## config.mk

```make
export PLATFORM = sky130hd
export DESIGN_NAME = biquad_tdf2_filter
export DESIGN_NICKNAME = d
export VERILOG_FILES = /design/src/design/biq_pkg.sv /design/src/design/biq_datapath.sv /design/src/design/biq_ctrl.sv /design/src/design/biquad_tdf2_filter.sv
export SDC_FILE = /design/constraint.sdc
export NUM_CORES = 2
export LEC_CHECK = 0
export BUFFER_PORTS_ARGS = -buffer_cell sky130_fd_sc_hd__clkbuf_2
export CORE_MARGIN = 4
export CORE_UTILIZATION = 60
export CTS_BUF_LIST = sky130_fd_sc_hd__clkbuf_8
export DETAILED_ROUTE_END_ITERATION = 10
export PLACE_DENSITY = 0.76
export SYNTH_ARGS = -nofsm -noshare
export SYNTH_HDL_FRONTEND = slang
export SYNTH_SLANG_ARGS = --single-unit
```

## constraint.sdc

```tcl
create_clock -name clock -period 10.8 [get_ports clock]
set_input_delay 1.62 -clock clock [delete_from_list [all_inputs] [get_ports clock]]
set_output_delay 1.62 -clock clock [all_outputs]
set_load 0.02 [all_outputs]
```

## src/design/biq_pkg.sv

```systemverilog
// Shared types, widths and register indexes for the biquad filter.
`default_nettype none
package biq_pkg;

   localparam int SAMPLE_W  = 24;
   localparam int COEF_W    = 32;
   localparam int COEF_FRAC = 28;
   localparam int STATE_W   = SAMPLE_W + 8;
   localparam int PROD_W    = SAMPLE_W + COEF_W;
   localparam int RND_W     = PROD_W - COEF_FRAC;
   localparam int ACC_W     = ((RND_W > STATE_W) ? RND_W : STATE_W) + 2;
   localparam int NUM_COEFS = 5;
   localparam int CSR_IDX_W = 3;

   localparam logic [CSR_IDX_W-1:0] REG_A0 = CSR_IDX_W'(0);
   localparam logic [CSR_IDX_W-1:0] REG_A1 = CSR_IDX_W'(1);
   localparam logic [CSR_IDX_W-1:0] REG_A2 = CSR_IDX_W'(2);
   localparam logic [CSR_IDX_W-1:0] REG_B1 = CSR_IDX_W'(3);
   localparam logic [CSR_IDX_W-1:0] REG_B2 = CSR_IDX_W'(4);

   localparam logic CMD_FILTER = 1'b0;
   localparam logic CMD_CLEAR  = 1'b1;

   typedef struct packed {
      logic                       command;
      logic signed [SAMPLE_W-1:0] sample_in;
   } biq_req_type;

   typedef struct packed {
      logic signed [SAMPLE_W-1:0] sample_out;
      logic                       clipped;
   } biq_rsp_type;

   typedef enum logic [2:0] {
      ACC_NONE     = 3'd0,
      ACC_Y        = 3'd1,
      ACC_Z1_START = 3'd2,
      ACC_Z2_START = 3'd3,
      ACC_Z1_SUB   = 3'd4
   } biq_acc_op_type;

   typedef struct packed {
      logic                 load;
      logic                 clear;
      logic                 mul_en;
      logic                 op_sel_y;
      logic [CSR_IDX_W-1:0] coef_sel;
      logic                 rnd_en;
      biq_acc_op_type       acc_op;
      logic                 commit;
   } biq_cmd_type;

endpackage
`default_nettype wire

```

## src/design/biq_datapath.sv

```systemverilog
// Biquad datapath: coefficient registers, shared multiplier, rounding, accumulators, state.
`default_nettype none
module biq_datapath (
   input  wire logic                                  clock,
   input  wire logic                                  reset,
   input  wire biq_pkg::biq_cmd_type                  cmd,
   input  wire logic signed [biq_pkg::SAMPLE_W-1:0]   sample_in,
   input  wire logic                                  csr_wr_en,
   input  wire logic [biq_pkg::CSR_IDX_W-1:0]         csr_index,
   input  wire logic [biq_pkg::COEF_W-1:0]            csr_wdata,
   input  wire logic                                  rsp_stall,
   output logic                                       rsp_valid,
   output biq_pkg::biq_rsp_type                       rsp_payload,
   output logic                                       out_free
);
   import biq_pkg::*;

   function automatic logic over_sample(input logic signed [ACC_W-1:0] v);
      return !((&v[ACC_W-1:SAMPLE_W-1]) || !(|v[ACC_W-1:SAMPLE_W-1]));
   endfunction

   function automatic logic signed [SAMPLE_W-1:0] sat_sample(input logic signed [ACC_W-1:0] v);
      if (over_sample(v)) begin
         return v[ACC_W-1] ? {1'b1, {(SAMPLE_W-1){1'b0}}} : {1'b0, {(SAMPLE_W-1){1'b1}}};
      end
      return v[SAMPLE_W-1:0];
   endfunction

   function automatic logic over_state(input logic signed [ACC_W-1:0] v);
      return !((&v[ACC_W-1:STATE_W-1]) || !(|v[ACC_W-1:STATE_W-1]));
   endfunction

   function automatic logic signed [STATE_W-1:0] sat_state(input logic signed [ACC_W-1:0] v);
      if (over_state(v)) begin
         return v[ACC_W-1] ? {1'b1, {(STATE_W-1){1'b0}}} : {1'b0, {(STATE_W-1){1'b1}}};
      end
      return v[STATE_W-1:0];
   endfunction

   logic signed [COEF_W-1:0]   coef_ff [NUM_COEFS];
   logic signed [SAMPLE_W-1:0] x_ff;
   logic signed [SAMPLE_W-1:0] y_ff, y_in;
   logic signed [PROD_W-1:0]   prod_ff;
   logic signed [RND_W-1:0]    rnd_ff, rnd_in;
   logic signed [PROD_W-1:0]   rnd_sum;
   logic signed [ACC_W-1:0]    acc1_ff, acc2_ff;
   logic signed [STATE_W-1:0]  z1_ff, z2_ff;
   logic                       clip_ff;
   logic signed [ACC_W-1:0]    rnd_ext, y_sum, z2_sum;
   logic signed [SAMPLE_W-1:0] mul_op;
   logic                       rsp_valid_ff;
   biq_rsp_type                rsp_ff, rsp_in;

   // round half away from zero: negative products take one off the half bias
   assign rnd_sum = prod_ff + (PROD_W'(1) <<< (COEF_FRAC - 1)) - PROD_W'(prod_ff[PROD_W-1]);
   assign rnd_in  = rnd_sum[PROD_W-1:COEF_FRAC];
   assign rnd_ext = ACC_W'(rnd_ff);
   assign y_sum   = rnd_ext + ACC_W'(z1_ff);
   assign y_in    = sat_sample(y_sum);
   assign z2_sum  = acc2_ff - rnd_ext;
   assign mul_op  = cmd.op_sel_y ? y_ff : x_ff;

   always_comb begin
      rsp_in.sample_out = y_ff;
      rsp_in.clipped    = clip_ff | over_state(acc1_ff) | over_state(z2_sum);
   end

   always_ff @(posedge clock) begin
      if (reset) begin
         coef_ff[REG_A0] <= COEF_W'(1) <<< COEF_FRAC;
         coef_ff[REG_A1] <= '0;
         coef_ff[REG_A2] <= '0;
         coef_ff[REG_B1] <= '0;
         coef_ff[REG_B2] <= '0;
      end else if (csr_wr_en && (csr_index < CSR_IDX_W'(NUM_COEFS))) begin
         coef_ff[csr_index] <= csr_wdata;
      end
   end

   always_ff @(posedge clock) begin
      if (cmd.load) begin
         x_ff <= sample_in;
      end
      if (cmd.mul_en) begin
         prod_ff <= mul_op * coef_ff[cmd.coef_sel];
      end
      if (cmd.rnd_en) begin
         rnd_ff <= rnd_in;
      end
      case (cmd.acc_op)
         ACC_Y: begin
            y_ff    <= y_in;
            clip_ff <= over_sample(y_sum);
         end
         ACC_Z1_START: acc1_ff <= rnd_ext + ACC_W'(z2_ff);
         ACC_Z2_START: acc2_ff <= rnd_ext;
         ACC_Z1_SUB:   acc1_ff <= acc1_ff - rnd_ext;
         default: ;
      endcase
      if (cmd.commit) begin
         rsp_ff <= rsp_in;
      end
   end

   always_ff @(posedge clock) begin
      if (reset || cmd.clear) begin
         z1_ff <= '0;
         z2_ff <= '0;
      end else if (cmd.commit) begin
         z1_ff <= sat_state(acc1_ff);
         z2_ff <= sat_state(z2_sum);
      end
   end

   always_ff @(posedge clock) begin
      if (reset) begin
         rsp_valid_ff <= 1'b0;
      end else if (cmd.commit) begin
         rsp_valid_ff <= 1'b1;
      end else if (!rsp_stall) begin
         rsp_valid_ff <= 1'b0;
      end
   end

   assign out_free    = !rsp_valid_ff || !rsp_stall;
   assign rsp_valid   = rsp_valid_ff;
   assign rsp_payload = rsp_ff;

endmodule
`default_nettype wire

```

## src/design/biq_ctrl.sv

```systemverilog
// Biquad controller: sequences the shared multiplier and accumulators per request.
`default_nettype none
module biq_ctrl (
   input  wire logic                  clock,
   input  wire logic                  reset,
   input  wire logic                  req_valid,
   input  wire logic                  req_command,
   input  wire logic                  out_free,
   output logic                       req_stall,
   output biq_pkg::biq_cmd_type       cmd
);
   import biq_pkg::*;

   typedef enum logic [7:0] {
      ST_IDLE = 8'b0000_0001,
      ST_C0   = 8'b0000_0010,
      ST_C1   = 8'b0000_0100,
      ST_C2   = 8'b0000_1000,
      ST_C3   = 8'b0001_0000,
      ST_C4   = 8'b0010_0000,
      ST_C5   = 8'b0100_0000,
      ST_C6   = 8'b1000_0000
   } biq_state_type;

   biq_state_type state_ff, state_in;
   logic          accept;

   assign accept    = req_valid && (state_ff == ST_IDLE);
   assign req_stall = (state_ff != ST_IDLE);

   always_comb begin
      state_in     = state_ff;
      cmd          = '0;
      cmd.acc_op   = ACC_NONE;
      cmd.coef_sel = REG_A0;
      case (state_ff)
         ST_IDLE: begin
            if (accept) begin
               if (req_command == CMD_CLEAR) begin
                  cmd.clear = 1'b1;
               end else begin
                  cmd.load = 1'b1;
                  state_in = ST_C0;
               end
            end
         end
         ST_C0: begin
            cmd.mul_en = 1'b1;
            state_in   = ST_C1;
         end
         ST_C1: begin
            cmd.rnd_en   = 1'b1;
            cmd.mul_en   = 1'b1;
            cmd.coef_sel = REG_A1;
            state_in     = ST_C2;
         end
         ST_C2: begin
            cmd.acc_op   = ACC_Y;
            cmd.rnd_en   = 1'b1;
            cmd.mul_en   = 1'b1;
            cmd.coef_sel = REG_A2;
            state_in     = ST_C3;
         end
         ST_C3: begin
            cmd.acc_op   = ACC_Z1_START;
            cmd.rnd_en   = 1'b1;
            cmd.mul_en   = 1'b1;
            cmd.op_sel_y = 1'b1;
            cmd.coef_sel = REG_B1;
            state_in     = ST_C4;
         end
         ST_C4: begin
            cmd.acc_op   = ACC_Z2_START;
            cmd.rnd_en   = 1'b1;
            cmd.mul_en   = 1'b1;
            cmd.op_sel_y = 1'b1;
            cmd.coef_sel = REG_B2;
            state_in     = ST_C5;
         end
         ST_C5: begin
            cmd.acc_op = ACC_Z1_SUB;
            cmd.rnd_en = 1'b1;
            state_in   = ST_C6;
         end
         ST_C6: begin
            if (out_free) begin
               cmd.commit = 1'b1;
               state_in   = ST_IDLE;
            end
         end
         default: state_in = ST_IDLE;
      endcase
   end

   always_ff @(posedge clock) begin
      if (reset) begin
         state_ff <= ST_IDLE;
      end else begin
         state_ff <= state_in;
      end
   end

endmodule
`default_nettype wire

```

## src/design/biquad_tdf2_filter.sv

```systemverilog
// Top level of the transposed direct form II biquad filter.
// A filter request runs the controller through states C0 to C6, taking no new request;
// its response follows the commit in C6, which waits while the output is stalled. The
// single shared multiplier forms five products, each rounded in the following cycle.
// A clear request gives no response and leaves the controller idle.
// Synchronous reset zeroes the delay state, restores the coefficients, drops rsp_valid.
`default_nettype none
module biquad_tdf2_filter (
   input  wire logic                              clock,
   input  wire logic                              reset,
   input  wire logic                              req_valid,
   output logic                                   req_stall,
   input  wire biq_pkg::biq_req_type              req_payload,
   output logic                                   rsp_valid,
   input  wire logic                              rsp_stall,
   output biq_pkg::biq_rsp_type                   rsp_payload,
   input  wire logic                              csr_wr_en,
   input  wire logic [biq_pkg::CSR_IDX_W-1:0]     csr_index,
   input  wire logic [biq_pkg::COEF_W-1:0]        csr_wdata
);
   import biq_pkg::*;

   biq_cmd_type cmd;
   logic        out_free;

   biq_ctrl u_ctrl (
      .clock       (clock),
      .reset       (reset),
      .req_valid   (req_valid),
      .req_command (req_payload.command),
      .out_free    (out_free),
      .req_stall   (req_stall),
      .cmd         (cmd)
   );

   biq_datapath u_datapath (
      .clock       (clock),
      .reset       (reset),
      .cmd         (cmd),
      .sample_in   (req_payload.sample_in),
      .csr_wr_en   (csr_wr_en),
      .csr_index   (csr_index),
      .csr_wdata   (csr_wdata),
      .rsp_stall   (rsp_stall),
      .rsp_valid   (rsp_valid),
      .rsp_payload (rsp_payload),
      .out_free    (out_free)
   );

`ifndef NO_ASSERTIONS
   a_clear_stays_idle: assert property (@(posedge clock) disable iff (reset)
      (req_valid && !req_stall && req_payload.command == CMD_CLEAR) |=> !req_stall)
      else $error("clear request left the controller busy");

   a_filter_goes_busy: assert property (@(posedge clock) disable iff (reset)
      (req_valid && !req_stall && req_payload.command == CMD_FILTER) |=> req_stall)
      else $error("filter request did not start the sequence");

   a_commit_gives_rsp: assert property (@(posedge clock) disable iff (reset)
      cmd.commit |=> rsp_valid)
      else $error("commit did not present a response");

   a_rsp_from_busy: assert property (@(posedge clock) disable iff (reset)
      $rose(rsp_valid) |-> $past(req_stall))
      else $error("response appeared without a request in progress");
`endif

endmodule
`default_nettype wire
```

* Yosys cells after proc, flatten, opt, wreduce, memory -nomap -nowiden *
Memories as Yosys holds them, arrays and structs flattened.
Index checks and enable logic that the tools add are counted.

cells by class
  equal/unequal tests = 17
  reductions and logical operators = 27
  divide/modulo/power cells = 0
  bitwise logic cells = 2
  multipliers = 1
  add/sub/neg operators = 6
  mux-type cells = 41
  $lt $le $gt $ge = 1
  shift-type cells = 0

operators by type and width
  kind                                                 number
  two-way mux 32 bit                                   7
  two-way mux 24 bit                                   3
  case mux 34 bit (2 select lines)                     1
  adder 28 x 32 -> 33 bit                              2
  case mux 8 bit (8 select lines)                      1
  adder 56 x 28 -> 56 bit, second input constant       1
  multiplier 24 x 32 -> 56 bit                         1
  subtractor 56 x 1 -> 56 bit                          1
  subtractor 34 x 28 -> 34 bit                         1
  OR reduction 32 bit                                  1
  subtractor 28 x 28 -> 29 bit                         1
  two-way mux 8 bit                                    3
  case mux 3 bit (4 select lines)                      2
  two-way mux 1 bit                                    21
  AND reduction 11 bit                                 1
  OR reduction 11 bit                                  1
  OR reduction 5 bit                                   2
  AND reduction 3 bit                                  3
  equality test 8 x 1 -> 1 bit, second input constant  1
  equality test 8 x 2 -> 1 bit, second input constant  1
  equality test 8 x 3 -> 1 bit, second input constant  1
  equality test 8 x 4 -> 1 bit, second input constant  1
  equality test 8 x 5 -> 1 bit, second input constant  1
  equality test 8 x 6 -> 1 bit, second input constant  1
  other kinds (18)                                     36

word-level totals
  memories = 1
  bits in latches = 0
  memory bits (writable) = 160
  bits of input ports = 65
  bits in registers = 293
  logic and storage cells = 109
  output and inout bits = 27
  ROM bits = 0

memories
  name                depth  bits a word  read ports  clocked after memory_dff  write ports  RTL line            text
  u_datapath.coef_ff  5      32           1           0                         5            biq_datapath.sv:40  logic signed [COEF_W-1:0] coef_ff [NUM_COEFS];

* Logic depth before layout (Yosys ltp) *
  word-level depth = 8
  depth in mapped cells = 40

* By module *
Synthesis repeated with hierarchy kept, for this count alone.

second synthesis, totals
  cells, all modules = 5384
  area total of the unflattened synthesis = 55642.1 sq um

modules (own cells, without submodules)
  module        times used  area each (sq um)  cells each  seq. area each (sq um)
  biq_datapath  1           55141.6            5322        15534.9
  biq_ctrl      1           500.5              62          160.2

* Least setup slack after synthesis *
No wires, ideal clock.

  path type = register to register
  start point = register u_ctrl.state_ff[6]
  end point = register u_datapath.prod_ff[49] (data pin)
  path buffers = 5
  arrival time = 9.480 ns
  stages on the path, launching flop included = 38
  path slack = 1.061 ns
  required time = 10.541 ns
  period minus slack after synthesis = 9.739 ns
  path through = dfxtp_1 > nor2_1 > nand3_1 > or3b_2 > clkbuf_1 > inv_1 > clkbuf_1 > clkbuf_1 > nand2_1 > nand3_1 > o211ai_1 > o21a_1 > clkbuf_1 > nor2_1 > fa_1 > inv_1 > fa_1 > fa_1 > [... 2 more ...] > inv_1 > fa_1 > fa_1 > fa_1 > inv_1 > ha_1 > clkbuf_1 > a21o_1 > a21o_1 > a21o_1 > a21o_1 > a21o_1 > o21ai_1 > o21ai_0 > or4b_1 > a31o_2 > a21oi_1 > xnor2_1

on the way
  cells in the longest elaborated chain, start to end = 5

RTL lines
  what                                                         RTL line            text
  start: declaration                                           biq_ctrl.sv:25      biq_state_type state_ff, state_in;
  start signal: assignment                                     biq_ctrl.sv:99      state_ff <= state_in;
  branches (longest 4 deep; another with memory (5 x 32 bit))  n/a
  multiplier 24 x 32 -> 56 bit *                               biq_datapath.sv:85  prod_ff <= mul_op * coef_ff[cmd.coef_sel];
  end signal: assignment                                       biq_datapath.sv:85
  end: declaration                                             biq_datapath.sv:43  logic signed [PROD_W-1:0] prod_ff;

Mark *: on every way between the ends.
A chain may end at the register's enable or synchronous reset.

* Worst setup path after layout *
Same ends and word-level chain as after synthesis.

==> results_dict.tcl <==
set metrics [dict create \
    hold_depth 2 \
    slew_headroom 0.175 \
    antenna_found_initial 3 \
    wirelength_um 152000 \
    endpoint_kind "flip-flop" \
    gp_congestion 0.988 \
    dr.pass1.iters 6 \
    final_nets 6787 \
    yosysSeqAreaShare 0.255 \
    cts_tree "built" \
    finalSetupViolCount 0 \
    drt_iter0_drc 3929 \
    maxSlewViolCount 0 \
    initial_utilization 0.608 \
    cts.path.max_buffers 3 \
    fin_crit_sh 0.964 \
    crit_slowest_cell "a21oi_1" \
    hpwlAfterDp_um 118000 \
    hold_viol 0 \
    num_rows 108 \
    grt_pass1_vias 42700 \
    grt.total_usage 0.331 \
    fin_skew_ps 54.6 \
    drv_cap 0 \
    synth_top_family_by_area "adder cells" \
    dieWidth_um 305 \
    muxShareOfSynthArea 0.0129 \
    htree_levels 3 \
    cts_resized 0 \
    post_cts.repair.setup_buffers 0 \
    cp_common_cell "fa_1" \
    synth_edf_count 404 \
    yosys.area_share.simple 0.137 \
    start_kind "flip-flop" \
    tightest_slew_ps 1240 \
    grt_max_degree 66 \
    grt_pass1_wl_um 238000 \
    hp-class "reg2reg" \
    synthXorXnorAreaFrac 0.0309 \
    ant_nets 0 \
    wl_per_cell_um 22.2 \
    crit_type "reg2reg" \
    layout-drive-gt1-share 0.0751 \
    cts_num_sinks 474 \
    synth_seq_cells 474 \
    cp_max_fo 52 \
    port_buffers 91 \
    viasPerCell 5.94 \
    cp_top_family "adder cells" \
    drc_errors 0 \
    ys.flop_type "edfxtp_1" \
    synth_compound_area_frac 0.111 \
    pin_count 92 \
    crit_arrival_ps 10840 \
    required_ps 11230 \
    fillers 7065 \
    syn_area_sq_um 53100 \
    post-route-min-period_ps 10410 \
    reg2regPathDepth 30 \
    syn_to_final_growth_pct 7.22 \
    die_area_sq_um 93300 \
    die_height_um 305 \
    max_freq_mhz 96.1 \
    synthAdderAreaFrac 0.374 \
    coreArea_sq_um 87300 \
    synth_warnings 0 \
    cts_buffers 83 \
    clkSlewWorstSetupHoldPaths_ps 60 \
    syn_avg_cell_area_sq_um 9.64 \
    async_reset_ff_frac 0 \
    postCtsHoldBufs 0 \
    status "complete, no violations" \
    max_stage_delay_ps 940 \
    netlist_instances 5509 \
    cp.depth 30 \
    gr-total-overflow 0 \
    setup_tns_ps 0 \
    root_buffer "clkbuf_8" \
    path_buf_inv 6 \
    vias 40600 \
    insertion_delay_ps 740 \
    synth.distinct_cells 94 \
    grt_setup_unrepaired "false" \
]
## cell type report
class	instances	area, sq um	area share
diodes	3	7.51	0.000132
clock inverters	60	355	0.00624
multi-input cells	3933	35600	0.625
repair buffers	205	1350	0.0237
flip-flops and latches	474	13500	0.238
inverters	912	3420	0.0602
clock buffers	90	1240	0.0218
well taps	1155	1450	0.0254
## worst register-to-register path, delay by kind of cell, from the launching register on
family / cells / cell delay, ps
adder cells (fa/ha/maj): 8 / 3870
AO/OA/AOI/OAI: 8 / 2850
AND/OR/NAND/NOR: 7 / 2450
buffers and inverters: 6 / 560
flip-flops: 1 / 320
XOR/XNOR: 1 / 100
## placed cells by master (no fill, tap or decap), types with 118 or more instances in the layout
cell type | netlist | layout
a21o_1 | 118 | 118
a21oi_1 | 274 | 273
and2_1 | 166 | 166
edfxtp_1 | 404 | 404
fa_1 | 787 | 787
ha_1 | 326 | 326
inv_1 | 911 | 933
nand2_1 | 659 | 657
nor2_1 | 514 | 509
o21ai_0 | 160 | 148
xnor2_1 | 125 | 125
## per-layer routing
layer | up-vias | share of wire | GRT usage | routed length (um)
met4 | 2 | 0.058 | 0.163 | 8770
met2 | 1996 | 0.45 | 0.523 | 68600
li1 | 18000 | - | - | -
met3 | 515 | 0.11 | 0.0887 | 16200
met1 | 20100 | 0.38 | 0.426 | 58100
met5 | - | 0.00011 | 0 | 16
## sequential cells by signal (all words and copies together) (netlist names)
| signal | flops |
|---|---|
| u_ctrl.state_ff | 8 |
| u_datapath.acc1_ff | 34 |
| u_datapath.acc2_ff | 28 |
| u_datapath.clip_ff | 1 |
| u_datapath.coef_ff | 184 |
| u_datapath.prod_ff | 56 |
| u_datapath.rnd_ff | 28 |
| u_datapath.rsp_payload | 25 |
| u_datapath.rsp_valid | 1 |
| u_datapath.x_ff | 24 |
| u_datapath.y_ff | 24 |
| u_datapath.z1_ff | 32 |
| u_datapath.z2_ff | 29 |
## per-stage QoR
step                area [sq um]  std cells  hold slack [ps]  utilization  setup slack (ps)
global route               56900       6830              477        0.652               109
detailed placement         55300       6679              449        0.633               565
floorplan                  53200       5532              420            -              1060
global placement           55300       6679              446        0.633               756
finish                     56900       6832              457        0.652               389
CTS                        56900       6829              459        0.652               496
## cells by family after synthesis
logic type                 after synthesis
and+or+nand+nor                       1635
buffers and inverters                 1125
adders and majority gates             1113
AOI/OAI and AO/OA                      909
DFF                                    474
xor gates and xnor gates               187
muxes                                   65
other                                    1
## path summary, 6_finish.rpt
check	from	end	slack, ps
hold reg to reg	u_datapath.z1_ff[26]$_SDFFE_PP0P_	u_datapath.z1_ff[26]$_SDFFE_PP0P_	460
setup reg to reg	u_ctrl.state_ff[6]$_SDFFE_PP0P_	u_datapath.prod_ff[49]$_DFFE_PP_	390
setup / recovery	u_ctrl.state_ff[6]$_SDFFE_PP0P_	u_datapath.prod_ff[49]$_DFFE_PP_	390
hold / removal	u_datapath.z1_ff[26]$_SDFFE_PP0P_	u_datapath.z1_ff[26]$_SDFFE_PP0P_	460
## synth_stat cells (7+ instances only)
library cell / instances / area (sq um)
or2_2: 14 / 87.6
a21boi_0: 7 / 52.6
a41oi_1: 7 / 61.3
o21bai_1: 29 / 218
dfxtp_1: 70 / 1400
nand4_1: 17 / 106
clkbuf_1: 178 / 668
o211ai_1: 64 / 480
inv_1: 911 / 3420
buf_1: 31 / 116
o21ai_1: 17 / 85.1
xor2_1: 62 / 543
mux2_2: 18 / 203
o21a_1: 66 / 495
ha_1: 326 / 4080
mux2i_1: 42 / 420
nor2b_1: 29 / 181
o21ai_2: 17 / 149
o2111ai_1: 10 / 87.6
a211oi_1: 32 / 240
and3_1: 26 / 163
nand2b_1: 41 / 257
a31oi_1: 20 / 125
nor3b_1: 9 / 67.6
a21oi_1: 274 / 1370
edfxtp_1: 404 / 12100
xnor2_1: 125 / 1090
nand3_1: 75 / 375
a21o_1: 118 / 886
nor2_1: 514 / 1930
nand3b_1: 11 / 82.6
a2111oi_0: 8 / 70.1
nor3_1: 36 / 180
and2_1: 166 / 1040
o22ai_1: 13 / 81.3
nand2_1: 659 / 2470
o21ai_0: 160 / 801
fa_1: 787 / 15800
and4_1: 8 / 70.1
Power is left out: the tool's default activity adds up to more than one toggle a clock period on the data nets, which glitch-free logic cannot reach.
